[src/sv/tmroc_pkg.sv]
`timescale 1ns / 1ps
// shared types and constants for the trimmed mean report-on-change unit
// no dependencies

package tmroc_pkg;

    localparam int SAMPLE_W   = 24;
    localparam int TIME_W     = 32;
    localparam int THR_W      = 24;
    localparam int INTV_W     = 17;
    localparam int CFG_IDX_W  = 3;
    localparam int CFG_DATA_W = 24;

    localparam logic signed [SAMPLE_W-1:0] NO_READING = -24'sd100000;
    localparam int MIN_VALID  = 5;
    localparam int TRIM_COUNT = 4;

    localparam logic [CFG_IDX_W-1:0] CFG_MIN_VALUE        = 3'd0;
    localparam logic [CFG_IDX_W-1:0] CFG_MAX_VALUE        = 3'd1;
    localparam logic [CFG_IDX_W-1:0] CFG_CHANGE_THRESHOLD = 3'd2;
    localparam logic [CFG_IDX_W-1:0] CFG_MAX_INTERVAL     = 3'd3;
    localparam logic [CFG_IDX_W-1:0] CFG_AVERAGE_MODE     = 3'd4;

    typedef struct packed {
        logic signed [SAMPLE_W-1:0] sample;
        logic [TIME_W-1:0]          now_seconds;
    } t_in_item;

    typedef struct packed {
        logic                       accepted;
        logic                       report;
        logic signed [SAMPLE_W-1:0] report_value;
    } t_out_item;

endpackage

[src/sv/tmroc_ram.sv]
`timescale 1ns / 1ps
// generic single-port-write, single-port-read ram with registered read data
// no dependencies

module tmroc_ram #(
    parameter int WIDTH = 24,
    parameter int DEPTH = 10
) (
    input  logic                     i_clk,
    input  logic                     i_we,
    input  logic [$clog2(DEPTH)-1:0] i_waddr,
    input  logic [WIDTH-1:0]         i_wdata,
    input  logic                     i_re,
    input  logic [$clog2(DEPTH)-1:0] i_raddr,
    output logic [WIDTH-1:0]         o_rdata
);

    logic [WIDTH-1:0] r_mem [DEPTH];
    logic [WIDTH-1:0] r_rdata;

    always_ff @(posedge i_clk) begin
        if (i_we) begin
            r_mem[i_waddr] <= i_wdata;
        end
        if (i_re) begin
            r_rdata <= r_mem[i_raddr];
        end
    end

    assign o_rdata = r_rdata;

endmodule

[src/sv/tmroc_div.sv]
`timescale 1ns / 1ps
// unsigned restoring divider, one quotient bit per cycle
// no dependencies

module tmroc_div #(
    parameter int NUM_W = 29,
    parameter int DEN_W = 4
) (
    input  logic             i_clk,
    input  logic             i_rst_n,
    input  logic             i_start,
    input  logic [NUM_W-1:0] i_num,
    input  logic [DEN_W-1:0] i_den,
    output logic             o_done,
    output logic [NUM_W-1:0] o_quo
);

    localparam int CNT_W = $clog2(NUM_W + 1);

    logic             r_busy;
    logic             r_done;
    logic [CNT_W-1:0] r_cnt;
    logic [NUM_W-1:0] r_quo;
    logic [DEN_W-1:0] r_rem;
    logic [DEN_W-1:0] r_den;
    logic [DEN_W:0]   trial;
    logic             fits;

    assign trial = {r_rem, r_quo[NUM_W-1]};
    assign fits  = (trial >= {1'b0, r_den});

    always_ff @(posedge i_clk) begin
        if (!i_rst_n) begin
            r_busy <= 1'b0;
            r_done <= 1'b0;
            r_cnt  <= '0;
        end else begin
            r_done <= 1'b0;
            if (i_start) begin
                r_busy <= 1'b1;
                r_cnt  <= CNT_W'(NUM_W);
            end else if (r_busy) begin
                r_cnt <= r_cnt - 1'b1;
                if (r_cnt == CNT_W'(1)) begin
                    r_busy <= 1'b0;
                    r_done <= 1'b1;
                end
            end
        end
    end

    always_ff @(posedge i_clk) begin
        if (i_start) begin
            r_quo <= i_num;
            r_rem <= '0;
            r_den <= i_den;
        end else if (r_busy) begin
            r_quo <= {r_quo[NUM_W-2:0], fits};
            if (fits) begin
                r_rem <= DEN_W'(trial - {1'b0, r_den});
            end else begin
                r_rem <= trial[DEN_W-1:0];
            end
        end
    end

    assign o_done = r_done;
    assign o_quo  = r_quo;

endmodule

[src/sv/trimmed_mean_report_on_change_unit.sv]
`timescale 1ns / 1ps
// top level of the trimmed mean report-on-change unit
// depends on tmroc_pkg, tmroc_ram and tmroc_div

// Takes one sensor sample with a seconds timestamp per transfer and returns one
// result per sample. Samples that are the no-reading code or lie outside
// [min_value, max_value] are dropped with accepted 0; others are stored in a
// HISTORY_DEPTH-entry ring held in a ram. In average mode the history is
// scanned through the single ram read port, entries equal to min_value are
// skipped, the two largest and two smallest remaining valid entries are trimmed
// and the rest divided by a one-bit-per-cycle divider; fewer than five such
// entries gives no report. A report is made when the value is in range, the time
// is later than the last report, and the change reaches change_threshold or
// max_interval has run out. A dropped sample goes straight to the output stage,
// single-sample mode passes two compare states, and average mode first runs the
// scan, two trim states and the SUM_W = 25 + clog2(HISTORY_DEPTH) bit divider. The
// next sample is taken while the previous result waits in the output register.

module trimmed_mean_report_on_change_unit import tmroc_pkg::*; #(
    parameter int HISTORY_DEPTH = 10
) (
    input  logic                  i_clk,
    input  logic                  i_rst_n,
    input  logic                  i_in_valid,
    output logic                  o_in_stall,
    input  t_in_item              i_in_item,
    output logic                  o_out_valid,
    input  logic                  i_out_stall,
    output t_out_item             o_out_item,
    input  logic                  i_cfg_valid,
    output logic                  o_cfg_ready,
    input  logic [CFG_IDX_W-1:0]  i_cfg_index,
    input  logic [CFG_DATA_W-1:0] i_cfg_data
);

    localparam int AW    = $clog2(HISTORY_DEPTH);
    localparam int CW    = $clog2(HISTORY_DEPTH + 1);
    localparam int SUM_W = SAMPLE_W + $clog2(HISTORY_DEPTH) + 1;

    localparam logic [3:0] S_IDLE  = 4'd0;
    localparam logic [3:0] S_SCAN  = 4'd1;
    localparam logic [3:0] S_TRIM1 = 4'd2;
    localparam logic [3:0] S_TRIM2 = 4'd3;
    localparam logic [3:0] S_DIVS  = 4'd4;
    localparam logic [3:0] S_DIVW  = 4'd5;
    localparam logic [3:0] S_CMP1  = 4'd6;
    localparam logic [3:0] S_CMP2  = 4'd7;
    localparam logic [3:0] S_FIN   = 4'd8;

    // control state
    logic [3:0]                 r_state;
    logic [3:0]                 n_state;
    logic [AW-1:0]              r_wi;
    logic [AW-1:0]              n_wi;
    logic [HISTORY_DEPTH-1:0]   r_hvalid;
    logic [CW-1:0]              r_idx;
    logic                       r_dv;
    logic                       r_out_valid;

    // configuration
    logic signed [SAMPLE_W-1:0] r_min;
    logic signed [SAMPLE_W-1:0] r_max;
    logic [THR_W-1:0]           r_thr;
    logic [INTV_W-1:0]          r_intv;
    logic                       r_avg;

    // report history
    logic signed [SAMPLE_W-1:0] r_last_rep;
    logic [TIME_W-1:0]          r_last_time;

    // datapath
    logic [AW-1:0]              r_didx;
    logic [TIME_W-1:0]          r_now;
    logic                       r_late;
    logic signed [SAMPLE_W-1:0] r_val;
    logic signed [SAMPLE_W-1:0] r_hi1;
    logic signed [SAMPLE_W-1:0] r_hi2;
    logic signed [SAMPLE_W-1:0] r_lo1;
    logic signed [SAMPLE_W-1:0] r_lo2;
    logic signed [SUM_W-1:0]    r_sum;
    logic [CW-1:0]              r_cnt;
    logic                       r_neg;
    logic                       r_inrng;
    logic signed [SAMPLE_W:0]   r_diff;
    t_out_item                  r_res;
    t_out_item                  r_out;

    logic                       in_xfer;
    logic                       out_xfer;
    logic                       in_ok;
    logic signed [SAMPLE_W-1:0] s;
    logic                       ram_re;
    logic [SAMPLE_W-1:0]        ram_rdata;
    logic signed [SAMPLE_W-1:0] v;
    logic                       take;
    logic signed [SUM_W-1:0]    ext_v;
    logic signed [SUM_W-1:0]    ext_hi;
    logic signed [SUM_W-1:0]    ext_lo;
    logic [SUM_W-1:0]           sum_mag;
    logic                       div_done;
    logic [SUM_W-1:0]           div_quo;
    logic [SAMPLE_W-1:0]        quo_low;
    logic [SAMPLE_W:0]          abs_diff;
    logic [TIME_W:0]            deadline;
    logic                       changed;
    logic                       expired;
    logic                       load_out;

    assign s        = i_in_item.sample;
    assign in_xfer  = i_in_valid && !o_in_stall;
    assign out_xfer = r_out_valid && !i_out_stall;
    assign in_ok    = (s != NO_READING) && (s >= r_min) && (s <= r_max);
    assign n_wi     = (r_wi == AW'(HISTORY_DEPTH - 1)) ? '0 : r_wi + 1'b1;

    assign o_in_stall  = (r_state != S_IDLE);
    assign o_cfg_ready = 1'b1;
    assign o_out_valid = r_out_valid;
    assign o_out_item  = r_out;

    assign ram_re = (r_state == S_SCAN) && (r_idx != CW'(HISTORY_DEPTH));
    assign v      = $signed(ram_rdata);
    assign take   = r_dv && r_hvalid[r_didx] && (v != r_min);
    assign ext_v  = $signed({{(SUM_W-SAMPLE_W){v[SAMPLE_W-1]}}, v});
    assign ext_hi = $signed({{(SUM_W-SAMPLE_W){r_hi1[SAMPLE_W-1]}}, r_hi1})
                  + $signed({{(SUM_W-SAMPLE_W){r_hi2[SAMPLE_W-1]}}, r_hi2});
    assign ext_lo = $signed({{(SUM_W-SAMPLE_W){r_lo1[SAMPLE_W-1]}}, r_lo1})
                  + $signed({{(SUM_W-SAMPLE_W){r_lo2[SAMPLE_W-1]}}, r_lo2});
    assign sum_mag = r_sum[SUM_W-1] ? SUM_W'(-r_sum) : SUM_W'(r_sum);
    assign quo_low = div_quo[SAMPLE_W-1:0];

    assign abs_diff = r_diff[SAMPLE_W] ? (SAMPLE_W+1)'(-r_diff) : (SAMPLE_W+1)'(r_diff);
    assign deadline = {1'b0, r_last_time} + {{(TIME_W+1-INTV_W){1'b0}}, r_intv};
    assign changed  = (abs_diff >= {{(SAMPLE_W+1-THR_W){1'b0}}, r_thr});
    assign expired  = ({1'b0, r_now} > deadline);
    assign load_out = (r_state == S_FIN) && (!r_out_valid || !i_out_stall);

    tmroc_ram #(
        .WIDTH (SAMPLE_W),
        .DEPTH (HISTORY_DEPTH)
    ) u_hist (
        .i_clk   (i_clk),
        .i_we    (in_xfer && in_ok),
        .i_waddr (n_wi),
        .i_wdata (s),
        .i_re    (ram_re),
        .i_raddr (r_idx[AW-1:0]),
        .o_rdata (ram_rdata)
    );

    tmroc_div #(
        .NUM_W (SUM_W),
        .DEN_W (CW)
    ) u_div (
        .i_clk   (i_clk),
        .i_rst_n (i_rst_n),
        .i_start (r_state == S_DIVS),
        .i_num   (sum_mag),
        .i_den   (r_cnt - CW'(TRIM_COUNT)),
        .o_done  (div_done),
        .o_quo   (div_quo)
    );

    always_comb begin
        n_state = r_state;
        case (r_state)
            S_IDLE: begin
                if (in_xfer) begin
                    if (!in_ok) begin
                        n_state = S_FIN;
                    end else if (r_avg) begin
                        n_state = S_SCAN;
                    end else begin
                        n_state = S_CMP1;
                    end
                end
            end
            S_SCAN: begin
                if (r_idx == CW'(HISTORY_DEPTH) && !r_dv) begin
                    n_state = S_TRIM1;
                end
            end
            S_TRIM1: begin
                n_state = (r_cnt < CW'(MIN_VALID)) ? S_FIN : S_TRIM2;
            end
            S_TRIM2: n_state = S_DIVS;
            S_DIVS:  n_state = S_DIVW;
            S_DIVW: begin
                if (div_done) begin
                    n_state = S_CMP1;
                end
            end
            S_CMP1:  n_state = S_CMP2;
            S_CMP2:  n_state = S_FIN;
            S_FIN: begin
                if (load_out) begin
                    n_state = S_IDLE;
                end
            end
            default: n_state = S_IDLE;
        endcase
    end

    always_ff @(posedge i_clk) begin
        if (!i_rst_n) begin
            r_state     <= S_IDLE;
            r_wi        <= '0;
            r_hvalid    <= '0;
            r_idx       <= '0;
            r_dv        <= 1'b0;
            r_out_valid <= 1'b0;
            r_min       <= '0;
            r_max       <= 24'sd10000;
            r_thr       <= 24'd100;
            r_intv      <= 17'd900;
            r_avg       <= 1'b0;
            r_last_rep  <= '0;
            r_last_time <= '0;
        end else begin
            r_state <= n_state;
            if (i_cfg_valid && o_cfg_ready) begin
                case (i_cfg_index)
                    CFG_MIN_VALUE:        r_min  <= $signed(i_cfg_data[SAMPLE_W-1:0]);
                    CFG_MAX_VALUE:        r_max  <= $signed(i_cfg_data[SAMPLE_W-1:0]);
                    CFG_CHANGE_THRESHOLD: r_thr  <= i_cfg_data[THR_W-1:0];
                    CFG_MAX_INTERVAL:     r_intv <= i_cfg_data[INTV_W-1:0];
                    CFG_AVERAGE_MODE:     r_avg  <= i_cfg_data[0];
                    default: begin
                    end
                endcase
            end
            if (in_xfer && in_ok) begin
                r_wi           <= n_wi;
                r_hvalid[n_wi] <= 1'b1;
                r_idx          <= '0;
                r_dv           <= 1'b0;
            end else if (r_state == S_SCAN) begin
                r_dv <= ram_re;
                if (ram_re) begin
                    r_idx <= r_idx + 1'b1;
                end
            end
            if (r_state == S_CMP2 && r_inrng && (changed || expired)) begin
                r_last_rep  <= r_val;
                r_last_time <= r_now;
            end
            if (load_out) begin
                r_out_valid <= 1'b1;
            end else if (out_xfer) begin
                r_out_valid <= 1'b0;
            end
        end
    end

    always_ff @(posedge i_clk) begin
        if (in_xfer) begin
            r_now          <= i_in_item.now_seconds;
            r_late         <= (i_in_item.now_seconds > r_last_time);
            r_val          <= s;
            r_sum          <= '0;
            r_cnt          <= '0;
            r_res.accepted <= in_ok;
            r_res.report   <= 1'b0;
            r_res.report_value <= '0;
        end
        if (ram_re) begin
            r_didx <= r_idx[AW-1:0];
        end
        // running top two and bottom two, ties kept as separate entries
        if (r_state == S_SCAN && take) begin
            r_sum <= r_sum + ext_v;
            r_cnt <= r_cnt + 1'b1;
            if (r_cnt == '0) begin
                r_hi1 <= v;
                r_lo1 <= v;
            end else if (r_cnt == CW'(1)) begin
                if (v > r_hi1) begin
                    r_hi2 <= r_hi1;
                    r_hi1 <= v;
                end else begin
                    r_hi2 <= v;
                end
                if (v < r_lo1) begin
                    r_lo2 <= r_lo1;
                    r_lo1 <= v;
                end else begin
                    r_lo2 <= v;
                end
            end else begin
                if (v > r_hi1) begin
                    r_hi2 <= r_hi1;
                    r_hi1 <= v;
                end else if (v > r_hi2) begin
                    r_hi2 <= v;
                end
                if (v < r_lo1) begin
                    r_lo2 <= r_lo1;
                    r_lo1 <= v;
                end else if (v < r_lo2) begin
                    r_lo2 <= v;
                end
            end
        end
        if (r_state == S_TRIM1) begin
            r_sum <= r_sum - ext_hi;
        end
        if (r_state == S_TRIM2) begin
            r_sum <= r_sum - ext_lo;
        end
        if (r_state == S_DIVS) begin
            r_neg <= r_sum[SUM_W-1];
        end
        if (r_state == S_DIVW && div_done) begin
            r_val <= r_neg ? $signed(SAMPLE_W'(-quo_low)) : $signed(quo_low);
        end
        if (r_state == S_CMP1) begin
            r_inrng <= (r_val >= r_min) && (r_val <= r_max) && r_late;
            r_diff  <= $signed({r_val[SAMPLE_W-1], r_val})
                     - $signed({r_last_rep[SAMPLE_W-1], r_last_rep});
        end
        if (r_state == S_CMP2 && r_inrng && (changed || expired)) begin
            r_res.report       <= 1'b1;
            r_res.report_value <= r_val;
        end
        if (load_out) begin
            r_out <= r_res;
        end
    end

    // a report only comes with a stored sample
    a_report_accepted: assert property (@(posedge i_clk) disable iff (!i_rst_n)
        o_out_valid |-> (!o_out_item.report || o_out_item.accepted))
        else $error("report without accepted sample");

    // the divider finishes only while the sequencer waits for it
    a_div_owned: assert property (@(posedge i_clk) disable iff (!i_rst_n)
        div_done |-> (r_state == S_DIVW))
        else $error("divider result outside wait state");

    // the history scan never runs past the ring
    a_scan_bound: assert property (@(posedge i_clk) disable iff (!i_rst_n)
        r_idx <= CW'(HISTORY_DEPTH))
        else $error("history scan index out of range");

    // at most one history entry becomes valid per transfer
    a_valid_growth: assert property (@(posedge i_clk) disable iff (!i_rst_n)
        $past(i_rst_n) |-> ($countones(r_hvalid) <= $countones($past(r_hvalid)) + 1))
        else $error("history valid bits grew too fast");

endmodule
[config.mk]
export PLATFORM = sky130hd
export DESIGN_NAME = trimmed_mean_report_on_change_unit
export DESIGN_NICKNAME = d
export VERILOG_FILES = /design/src/sv/tmroc_pkg.sv /design/src/sv/tmroc_ram.sv /design/src/sv/tmroc_div.sv /design/src/sv/trimmed_mean_report_on_change_unit.sv
export SDC_FILE = /design/constraint.sdc
export NUM_CORES = 2
export LEC_CHECK = 0
export BUFFER_PORTS_ARGS = -buffer_cell sky130_fd_sc_hd__buf_2
export CORE_AREA = 2 2 301 303
export DETAILED_ROUTE_END_ITERATION = 10
export DIE_AREA = 0 0 303 305
export GPL_TIMING_DRIVEN = 0
export PLACE_DENSITY = 0.71
export SYNTH_ARGS = -nofsm -noshare
export SYNTH_HDL_FRONTEND = slang
export SYNTH_SLANG_ARGS = --single-unit
[constraint.sdc]
create_clock -name i_clk -period 8.47 [get_ports i_clk]
set_input_delay 0.4235 -clock i_clk [delete_from_list [all_inputs] [get_ports i_clk]]
set_output_delay 0.4235 -clock i_clk [all_outputs]
set_load 0.01 [all_outputs]
==> results_dict.tcl <==
set metrics [dict create \
    htree_levels 3 \
    power.total_mw 13.4 \
    dieWidth_um 303 \
    crit_path_start "r_intv[1]$_SDFFE_PN0P_" \
    synth_edf_count 565 \
    start_util_pct 49.4 \
    die_height_um 305 \
    maxCapViolations 0 \
    p_clk_share_pct 26.9 \
    p_comb_share_pct 35.0 \
    period_share_pct 78.5 \
    period_needed_ns 6.65 \
    fmax_ghz 0.150 \
    synth-seq-area-share_pct 46.7 \
    grt_pass1_wl_um 194000 \
    synth_top_area_share_pct 38.4 \
    p_switching_mw 4.94 \
    drc 0 \
    place_hpwl_um 95400 \
    holdWs_ns 0.0917 \
    yosysTopAreaCell "edfxtp_1" \
    cts_resized 0 \
    synth_nets 4635 \
    antenna_found_initial 5 \
    clock_latency_ns 0.66 \
    tns_ns 0 \
    overflow 0 \
    ctsLongestPathBuffers 3 \
    syn_area_per_cell_um2 10.9 \
    yosys_register_bits 747 \
    hold_path_class "in2reg" \
    dr.pass1.iters 5 \
    start_kind "flip-flop" \
    power.internal_mw 8.46 \
    critPathRequiredTime_ns 8.73 \
    numClockSinks 747 \
    rsz0062_at_grt "false" \
    io_buffer_count 114 \
    post_cts_buffers 0 \
    clockRootBuffer "clkbuf_16" \
    skew_ns 0.0272 \
    drive_gt1_share_pct 9.51 \
    viasPerCell 5.98 \
    postPlaceCellArea_um2 46700 \
    synth_area_leaders "edfxtp_1 (38%), ha_1 (12%), dfxtp_1 (8.3%), a21oi_1 (4.0%), nand2_1 (3.3%)" \
    worst_path_largest_cell_delay_ns 0.81 \
    cpMaxStageDelayCell "nand2_1" \
    timing.final.max_slew_violations 0 \
    r2r_setup_slack_ns 1.82 \
    fin_nets 4894 \
    cts_buffers 81 \
    grt_pass1_vias 32800 \
    holdCritStartpoint "i_cfg_data[0]" \
    syn_area_um2 44200 \
    num_io_pins 117 \
    cts_tree "done" \
    path_clk_slew_ns 0.06 \
    area_growth_pct 12.6 \
    yosysMostFrequentCell "edfxtp_1" \
    status "completed" \
    finalWeightedCongestion 0.963 \
    die-area_um2 92400 \
    arrival_ns 6.91 \
    synthArstFlopShare_pct 0 \
    peakVddDrop_mv 0.176 \
    p_leak_nw 18.9 \
    critPathKind "reg2reg" \
    synth.distinct_cells 91 \
    p_sw_share_pct 36.9 \
    drtIter0Drc 3300 \
    crit_top_cell "o21ai_0" \
    synth_cells 4061 \
    worstPathCellList "ha_1, a21oi_1, o21ai_0, a2111oi_0, o21ai_0, a311oi_1, o21ai_0, a21oi_1, nor3_1, xnor2_1, ha_1, nand4_1, nor3_1, o31ai_1, a211oi_1, o41a_1, buf_6, clkbuf_1, nor2_1, nand2_1" \
    tightest_slew_ns 1.15 \
    r2r_start "r_intv[1]$_SDFFE_PN0P_" \
    yosys_warnings 0 \
    track_usage_pct 27.5 \
    antenna_left 0 \
    power_density_nw_per_um2 269 \
    wl_um 128000 \
    grt_max_degree 35 \
    seq_power_share_pct 38.0 \
    design_area_um2 49700 \
    via_count 33300 \
    timing.final.setup_violations 0 \
    cp-end-kind "flip-flop" \
    design.core.area_um2 89300 \
    rows 110 \
    yosys-top-cells-count "edfxtp_1 (565), ha_1 (426), nand2_1 (386)" \
    synth_top_flop_cell "edfxtp_1" \
    crit_fanout 24 \
    slew_headroom_pct 22.6 \
    hold_viol_final 0 \
    antenna_cells 0 \
    wire_per_inst_um 23.0 \
]
==> power by group through the flow <==
stage / clock network, mW / registers (mW) / logic, mW
2_1_floorplan: 0 / 4.86 / 3.36
3_3_place_gp: 0 / 5.15 / 4.47
3_5_place_dp: 0 / 5.15 / 4.56
4_1_cts: 3.65 / 5.07 / 4.63
5_1_grt: 3.78 / 5.12 / 5.20
6_report: 3.61 / 5.10 / 4.69
==> layout make-up <==
type | instances | area [µm²]
repair buffers | 176 | 1260
fillers | 7439 | 39600
flip-flops and latches | 747 | 20600
well taps | 1176 | 1470
clock inverters | 47 | 508
multi-input cells | 2859 | 22000
clock buffers | 102 | 2190
plain buffers | 135 | 538
inverters | 320 | 1200
==> timing repair <==
item,in CTS,in global routing
endpoints found under the hold margin,32,0
hold buffers,32,0
setup endpoints to repair,0,0
==> cells in the final DEF (no fill, tap or decap), drive strengths merged, types with 25 or more instances in the layout <==
| cell type | count |
|---|---|
| edfxtp | 565 |
| xor2 | 101 |
| or3 | 72 |
| xnor2 | 135 |
| a21oi | 353 |
| a21o | 121 |
| dfxtp | 182 |
| mux4 | 50 |
| nand3 | 62 |
| o21a | 43 |
| o21ai | 237 |
| nor4 | 25 |
| clkinv | 36 |
| dlygate4sd3 | 32 |
| nor2 | 124 |
| nor2b | 40 |
| buf | 164 |
| and2 | 38 |
| nand2 | 386 |
| clkbuf | 217 |
| mux2i | 42 |
| inv | 322 |
| nand4 | 71 |
| nand2b | 45 |
| fa | 60 |
| a211oi | 42 |
| mux2 | 46 |
| ha | 426 |
| nor3 | 50 |
==> stage by stage <==
step	cells	utilization [%]	setup WS [ns]
after floorplan	4061	-	3.22
after global placement	5351	51.7	0.370
after detailed placement	5381	52.3	1.86
after CTS	5562	55.7	1.80
after global routing	5562	55.7	1.24
final	5562	55.7	1.82
==> worst paths after layout <==
kind | endpoint | cells past startpoint
max | r_res[21]$_SDFFCE_PN0P_ | 20
min | r_intv[0]$_SDFFE_PN0P_ | 3
min reg2reg | o_out_item[23]$_DFFE_PP_ | 0
max reg2reg | r_res[21]$_SDFFCE_PN0P_ | 20
==> routing by layer <==
| metal | part of all wire (%) | track usage, % | vias to the layer above |
|---|---|---|---|
| met3 | 8.8 | 3.86 | 311 |
| met5 | 0.027 | 0 | - |
| met2 | 45 | 43.4 | 1463 |
| met4 | 4.7 | 11.6 | 6 |
| li1 | - | - | 15400 |
| met1 | 41 | 38.0 | 16000 |
==> worst max-delay path: cells and delay by family, from the launching register on <==
kind	cells	cell delay [ns]
AO/OA/AOI/OAI	10	2.77
AND/OR/NAND/NOR	5	1.73
buffers and inverters	2	0.66
adder cells (fa/ha/maj)	2	0.54
flip-flops	1	0.40
XOR/XNOR	1	0.15
==> flip-flops by register name (all words and copies together), names as in the netlist, 25 cells and up <==
signal / flops
r_last_time: 32
r_sum: 29
o_out_item: 26
r_res: 26
u_div.o_quo: 29
r_diff: 25
r_now: 32
u_hist.r_mem: 240
==> kinds of logic after synthesis <==
group	Yosys count	synth area share [%]
muxes	138	4.68
buffers and inverters	455	3.94
other	1	0.00849
and+or+nand+nor	996	11.3
DFF	747	46.7
xor gates and xnor gates	236	4.68
adders and majority gates	486	14.8
AOI/OAI and AO/OA	1002	14.0
Power figures use the tool's default switching activity.
